--- src/rtl/modular_inverse_ext_euclid_unit_defines.svh ---
// Assertion helpers shared by the modular inverse unit.
`ifndef MODULAR_INVERSE_EXT_EUCLID_UNIT_DEFINES_SVH
`define MODULAR_INVERSE_EXT_EUCLID_UNIT_DEFINES_SVH

// Same-cycle implication, checked outside reset.
`define EEU_ASSERT_NOW(label, clk, rst, ante, cons, msg) \
   label: assert property (@(posedge clk) disable iff (rst) (ante) |-> (cons)) \
      else $error(msg);

// Next-cycle implication, checked outside reset.
`define EEU_ASSERT_NEXT(label, clk, rst, ante, cons, msg) \
   label: assert property (@(posedge clk) disable iff (rst) (ante) |=> (cons)) \
      else $error(msg);

`endif

--- src/rtl/eeu_pkg.sv ---
package eeu_pkg;

   // Port field width and default datapath width
   localparam int FIELD_W       = 63;
   localparam int WIDTH_DEFAULT = 64;

   typedef struct packed {
      logic [FIELD_W-1:0] value;
      logic [FIELD_W-1:0] modulus;
   } req_type;

   typedef struct packed {
      logic [FIELD_W-1:0] inverse;
      logic [FIELD_W-1:0] common_divisor;
   } rsp_type;

   typedef enum logic [2:0] {
      S_IDLE,
      S_CHECK,
      S_DIVIDE,
      S_UPDATE,
      S_FOLD
   } state_type;

endpackage

--- src/rtl/modular_inverse_ext_euclid_unit.sv ---
// Modular inverse by the extended Euclidean algorithm. Pulse start while busy is
// low to transfer one request; busy then stays high until the result appears.
// Each Euclid iteration is a zero check, the shared bit-serial divide step over
// the WIDTH-1 dividend bits (which also accumulates minus the quotient times the
// coefficient), and an update. An item needs at most about 1.44*(WIDTH-1)
// iterations plus a final check, fold and output; a zero modulus skips the
// divide and goes from the check to the fold. The result is shown
// on rsp_data for exactly one cycle with rsp_valid high and cannot be held off,
// so the receiver must capture it in that cycle. When the gcd is not one,
// inverse is the folded final coefficient and carries no meaning as an inverse.
`include "modular_inverse_ext_euclid_unit_defines.svh"

module modular_inverse_ext_euclid_unit #(
   parameter int WIDTH = eeu_pkg::WIDTH_DEFAULT
) (
   input  logic             clock,
   input  logic             reset,
   input  logic             start,
   output logic             busy,
   input  eeu_pkg::req_type req_data,
   output logic             rsp_valid,
   output eeu_pkg::rsp_type rsp_data
);
   import eeu_pkg::*;

   localparam int OperW = WIDTH - 1;
   localparam int CntW  = $clog2(OperW);

   state_type         state_ff, state_in;
   logic [OperW-1:0]  r0_ff, r0_in;
   logic [OperW-1:0]  r1_ff, r1_in;
   logic [OperW-1:0]  mod_ff, mod_in;
   logic [WIDTH-1:0]  x0_ff, x0_in;
   logic [WIDTH-1:0]  x1_ff, x1_in;
   logic [OperW-1:0]  dvd_ff, dvd_in;
   logic [OperW-1:0]  rem_ff, rem_in;
   logic [WIDTH-1:0]  acc_ff, acc_in;
   logic [CntW-1:0]   cnt_ff, cnt_in;
   logic              rsp_valid_ff, rsp_valid_in;
   rsp_type           rsp_ff, rsp_in;

   logic [OperW-1:0]  step_rem;
   logic [WIDTH-1:0]  step_acc;
   logic [WIDTH-1:0]  fold;

   // Shared divide and coefficient step
   eeu_div_step #(
      .WIDTH(WIDTH)
   ) u_step (
      .rem_i        (rem_ff),
      .dividend_bit (dvd_ff[OperW-1]),
      .divisor      (r1_ff),
      .acc_i        (acc_ff),
      .coeff        (x1_ff),
      .rem_o        (step_rem),
      .acc_o        (step_acc)
   );

   // Fold a negative coefficient into range
   always_comb begin
      fold = x0_ff[WIDTH-1] ? (x0_ff + {1'b0, mod_ff}) : x0_ff;
   end

   // Sequencer: next state and datapath updates
   always_comb begin
      state_in     = state_ff;
      r0_in        = r0_ff;
      r1_in        = r1_ff;
      mod_in       = mod_ff;
      x0_in        = x0_ff;
      x1_in        = x1_ff;
      dvd_in       = dvd_ff;
      rem_in       = rem_ff;
      acc_in       = acc_ff;
      cnt_in       = cnt_ff;
      rsp_valid_in = 1'b0;
      rsp_in       = rsp_ff;
      unique case (state_ff)
         S_IDLE: begin
            if (start) begin
               r0_in    = req_data.value[OperW-1:0];
               r1_in    = req_data.modulus[OperW-1:0];
               mod_in   = req_data.modulus[OperW-1:0];
               x0_in    = WIDTH'(1);
               x1_in    = '0;
               state_in = S_CHECK;
            end
         end
         S_CHECK: begin
            if (r1_ff == '0) begin
               state_in = S_FOLD;
            end else begin
               dvd_in   = r0_ff;
               rem_in   = '0;
               acc_in   = '0;
               cnt_in   = '0;
               state_in = S_DIVIDE;
            end
         end
         S_DIVIDE: begin
            rem_in = step_rem;
            acc_in = step_acc;
            dvd_in = {dvd_ff[OperW-2:0], 1'b0};
            cnt_in = cnt_ff + 1'b1;
            if (cnt_ff == CntW'(OperW - 1)) begin
               state_in = S_UPDATE;
            end
         end
         S_UPDATE: begin
            r0_in    = r1_ff;
            r1_in    = rem_ff;
            x0_in    = x1_ff;
            x1_in    = x0_ff + acc_ff;
            state_in = S_CHECK;
         end
         S_FOLD: begin
            rsp_in.inverse        = FIELD_W'(fold[OperW-1:0]);
            rsp_in.common_divisor = FIELD_W'(r0_ff);
            rsp_valid_in          = 1'b1;
            state_in              = S_IDLE;
         end
         default: begin
            state_in = S_IDLE;
         end
      endcase
   end

   // Control registers
   always_ff @(posedge clock) begin
      if (reset) begin
         state_ff     <= S_IDLE;
         rsp_valid_ff <= 1'b0;
      end else begin
         state_ff     <= state_in;
         rsp_valid_ff <= rsp_valid_in;
      end
   end

   // Datapath registers
   always_ff @(posedge clock) begin
      r0_ff  <= r0_in;
      r1_ff  <= r1_in;
      mod_ff <= mod_in;
      x0_ff  <= x0_in;
      x1_ff  <= x1_in;
      dvd_ff <= dvd_in;
      rem_ff <= rem_in;
      acc_ff <= acc_in;
      cnt_ff <= cnt_in;
      rsp_ff <= rsp_in;
   end

   assign busy      = (state_ff != S_IDLE);
   assign rsp_valid = rsp_valid_ff;
   assign rsp_data  = rsp_ff;

   // Checks
   `EEU_ASSERT_NEXT(a_single_strobe, clock, reset, rsp_valid, !rsp_valid,
      "result strobe lasted more than one cycle")
   `EEU_ASSERT_NEXT(a_busy_after_start, clock, reset, start && !busy, busy,
      "transfer did not raise busy")
   `EEU_ASSERT_NOW(a_idle_on_result, clock, reset, rsp_valid, !busy,
      "result shown while still busy")
   `EEU_ASSERT_NOW(a_rem_below_divisor, clock, reset, state_ff == S_DIVIDE,
      rem_ff < r1_ff, "partial remainder reached divisor")

endmodule

--- src/rtl/eeu_div_step.sv ---
module eeu_div_step #(
   parameter int WIDTH = eeu_pkg::WIDTH_DEFAULT
) (
   input  logic [WIDTH-2:0] rem_i,
   input  logic             dividend_bit,
   input  logic [WIDTH-2:0] divisor,
   input  logic [WIDTH-1:0] acc_i,
   input  logic [WIDTH-1:0] coeff,
   output logic [WIDTH-2:0] rem_o,
   output logic [WIDTH-1:0] acc_o
);
   import eeu_pkg::*;

   localparam int OperW = WIDTH - 1;

   logic [OperW:0] shifted;
   logic [OperW:0] diff;
   logic           quot_bit;

   // One restoring division step: shift in the next dividend bit, subtract if it fits
   always_comb begin
      shifted  = {rem_i, dividend_bit};
      diff     = shifted - {1'b0, divisor};
      quot_bit = (shifted >= {1'b0, divisor});
      rem_o    = quot_bit ? diff[OperW-1:0] : shifted[OperW-1:0];
   end

   // Horner accumulation of -q*coeff, quotient bits arrive MSB first
   always_comb begin
      acc_o = {acc_i[WIDTH-2:0], 1'b0} - (quot_bit ? coeff : '0);
   end

endmodule
--- config.mk ---
export PLATFORM = sky130hd
export DESIGN_NAME = modular_inverse_ext_euclid_unit
export DESIGN_NICKNAME = d
export VERILOG_FILES = /design/src/rtl/eeu_pkg.sv /design/src/rtl/modular_inverse_ext_euclid_unit.sv /design/src/rtl/eeu_div_step.sv
export VERILOG_INCLUDE_DIRS = /design/src /design/src/rtl
export SDC_FILE = /design/constraint.sdc
export NUM_CORES = 2
export LEC_CHECK = 0
export BUFFER_PORTS_ARGS = -buffer_cell sky130_fd_sc_hd__clkbuf_2
export CAP_MARGIN = 20
export CORE_MARGIN = 1.5
export CORE_UTILIZATION = 55
export DETAILED_ROUTE_END_ITERATION = 8
export PLACE_DENSITY = 0.75
export SETUP_SLACK_MARGIN = 0.1
export SYNTH_ARGS = -nofsm -noshare
export SYNTH_HDL_FRONTEND = slang
export SYNTH_HIERARCHICAL = 1
export SYNTH_SLANG_ARGS = --single-unit
--- constraint.sdc ---
create_clock -name clock -period 26.4 [get_ports clock]
set_clock_uncertainty 0.1 [all_clocks]
set_input_delay 2.64 -clock clock [delete_from_list [all_inputs] [get_ports clock]]
set_output_delay 2.64 -clock clock [all_outputs]
set_load 0.01 [all_outputs]
==> summary.txt <==
Cell Pwr Density - 66.63 nW/um^2
Leakage power - 18.55 nW
Area of the multi-input gates - 19780 um^2
Max-cap viol count - 0
Final #Nets - 4715
Data arrival, critical path - 8.26 ns
Synthesized flop and latch total - 643
Layout cell share with drive strength beyond 1 - 11.18%
Post-CTS Hold Buffers - 0
Core ar. - 72710 um^2
Mean post-synth cell area - 9.696 um^2
Clock sink total - 643
Slew at the pin closest to its max-slew limit - 1.138 ns
DRT antenna net count - 0
Worst min-delay path category - flop to flop
Initial antenna violation count - 9
Tmin final - 7.961 ns
Area contributors post-synth - edfxtp_1 48%, ha_1 8.0%, nand2_1 7.9%, a21oi_1 4.2%, and2_1 3.3%
# DRC - 0
Largest family of logic cells by synthesized area - simple AND/OR/NAND/NOR gates
Layout area overhead - 11.08%
Die X-Extent - 273.6 um
Synth Area in Simple Gates - 19.20%
DP HPWL - 82530 um
Synth warn - 6
GR Util All Layers - 30.10%
Post-synth EDFFs - 639
TritonCTS clock tree - yes
Area occupied by registers - 19270 um^2
Leading cell type in the layout, fill and taps excluded - nand2_1
Mux cell area share after synthesis - 1.559%
IO Port Bufs - 256
Top layer in use - met5
Worst setup margin - 18.44 ns
Tcrit/Tclk final - 30.15%
Critical path class - flop to flop
First-pass GRT wire length - 174400 um
RD Place Congestion - 0.9629
Detailed Route WL - 113800 um
Slew HR - 24.12%
Seq/Total Area, Yosys - 47.83%
Routed length on met1 - 48610 um
Total Die Area - 74880 um^2
GRT overflow - 0
Pins Over Slew Limit - 0
Max Clock Freq - 125.6 MHz
RSZ-0062 raised after global routing - false
Post-CTS Repair Setup Buffers - 0
# fillers - 6130
Status - complete, no violations
Met2 WL - 51580 um
WP data required - 26.70 ns
Critical Path Sink Type - flop
Most frequent cells in the layout - 851 x nand2_1, 639 x edfxtp_1, 338 x a21oi_1
Post-DR vias/cell - 6.035
Post-Synth XOR/XNOR Area - 4.935%
Crit-path max FO - 88
Worst reg2reg path startpoint - rem_ff[45]$_SDFFCE_PN0P_
Number of I/O pins - 257
Maximum VDD drop - 0.05885 mV
Adder-cell share of the synthesized area - 8.211%
H-Tree Depth - 3
Largest net degree at the start of global routing - 188
Die Ht - 273.6 um
Pre-Repair DR Iteration Count - 5
Syn nets - 4546
Reg2Reg Depth - 21
Num CTS Buffers - 75
Clock Path Buffers - 3
Post-CTS resize count - 0
Compound-Gate Fraction of Synth Area - 15.08%
Vias - 32276
Starting DRT DRC Count - 3208
Post-synthesis cell area - 40290 um^2
Distinct cell type count of the synthesized netlist - 93
Starting density of the core - 55.41%
Final TNS setup - 0 ns
Cells after synthesis - 4155
Vias in the first global route - 30590
Skew-Pair Late Insertion Delay - 0.65 ns
DR WL met3 - 9196 um
WHS Path Cells - 0
Reg clk slew, reported paths - 0.06 ns
Finished Core Util - 61.55%
Startpoint of the worst hold path - r0_ff[62]$_DFFE_PP_
Dominant synthesized flop cell - edfxtp_1
Fraction of registers with async set/reset - 0%
Yosys top cell area share - 47.63%
Final Hold Viols - 0
Crit path launch - rem_ff[45]$_SDFFCE_PN0P_
Clock root buffer - clkbuf_16
Startpoint Class - flop
Post-DR wirelength/cell - 21.28 um
Yosys top cell by area - edfxtp_1
Dpl ws - 18.75 ns
Core Rows - 99
Final setup violation count - 0
-- critical path, cell delays in order, from the launching register on --
cell       delay, ns
edfxtp_1        0.44
ha_1            0.44
nand2_1         0.12
or3_1           0.45
nor4_1          0.60
nand2_1         0.15
a211oi_2        0.46
or3_4           0.48
buf_4           0.84
nand2_1         0.14
ha_1            0.47
nand4_1         0.26
nor4_1          0.49
nand3_1         0.23
nor3_1          0.41
nand3_1         0.22
a211oi_1        0.53
nor2_1          0.17
o2111ai_1       0.26
a21oi_1         0.12
xnor2_1         0.13
and2_1          0.14
-- registers in the layout, summed over array words and instances (netlist names) --
register	flops
dvd_ff	63
mod_ff	63
state_ff	3
acc_ff	64
rsp_valid	1
x1_ff	64
r0_ff	63
cnt_ff	6
x0_ff	64
rsp_data	126
r1_ff	63
rem_ff	63
-- cell type report --
cell class / count / share of cell area (%)
Antenna cell: 5 / 0.02796
Clock buffer: 88 / 4.303
Clock inverter: 49 / 1.185
Inverter: 146 / 1.225
Multi-Input combinational cell: 3181 / 44.21
Sequential cell: 643 / 43.06
Tap cell: 959 / 2.681
Timing Repair Buffer: 277 / 3.316
-- power by group --
part,switching [mW],internal (mW)
Combinational,0.432,0.265
Sequential,0.0482,1.21
Clock,0.450,0.581
Total,0.930,2.05
-- per-layer routing --
| metal | vias up | global-route usage [%] |
|---|---|---|
| li1 | 15260 | - |
| met1 | 15504 | 42.02 |
| met4 | 12 | 12.01 |
| met5 | - | 0 |
| met3 | 210 | 4.500 |
| met2 | 1290 | 47.18 |
-- path summary, 6_finish.rpt --
check / end / slack (ns)
worst max register to register: acc_ff[63]$_SDFFCE_PN0P_ / 18.44
worst max-delay path: acc_ff[63]$_SDFFCE_PN0P_ / 18.44
worst min-delay path: rsp_data[62]$_DFFE_PP_ / 0.34
worst min register to register: rsp_data[62]$_DFFE_PP_ / 0.34
-- per-stage QoR --
stage / area, um^2 / power [mW] / hold slack [ns] / std cells
after floorplan: 40290 / 1.798 / 0.3174 / 4155
after detailed placement: 42260 / 1.950 / 0.3318 / 5205
final: 44750 / 2.982 / 0.3429 / 5348
after global routing: 44740 / 3.109 / 0.3504 / 5343
after CTS: 44710 / 2.985 / 0.3434 / 5342
after global placement: 42260 / 1.944 / 0.3257 / 5205
-- cells by family (layout without fill, tap and decap cells) --
| family | count (synthesis) | after routing |
|---|---|---|
| DFF | 643 | 643 |
| AOI/OAI and AO/OA | 943 | 943 |
| xor gates and xnor gates | 227 | 227 |
| and+or+nand+nor | 1693 | 1693 |
| muxes | 56 | 56 |
| buffers and inverters | 331 | 560 |
| other | 0 | 5 |
| adders and majority gates | 262 | 262 |
-- synthesized netlist by cell type, drive strengths merged, types with 7 or more instances --
cell type    n
nand2      851
edfxtp     639
a21oi      343
nor2       270
ha         258
and2       215
o21ai      173
clkbuf     155
inv        146
a21o       143
xnor2      131
xor2        96
nand4       72
nand3       56
nor3        54
mux2        51
o21bai      40
nor4        36
nor2b       32
a211oi      31
buf         30
o21a        27
and3        26
nand2b      24
a31oi       22
o211ai      18
or3         17
o31ai       15
a21boi      13
o41ai       10
a31o         8
and4         8
o211a        8
a211o        7
a41oi        7
o2111ai      7
o22ai        7
Power figures use the tool's default switching activity.
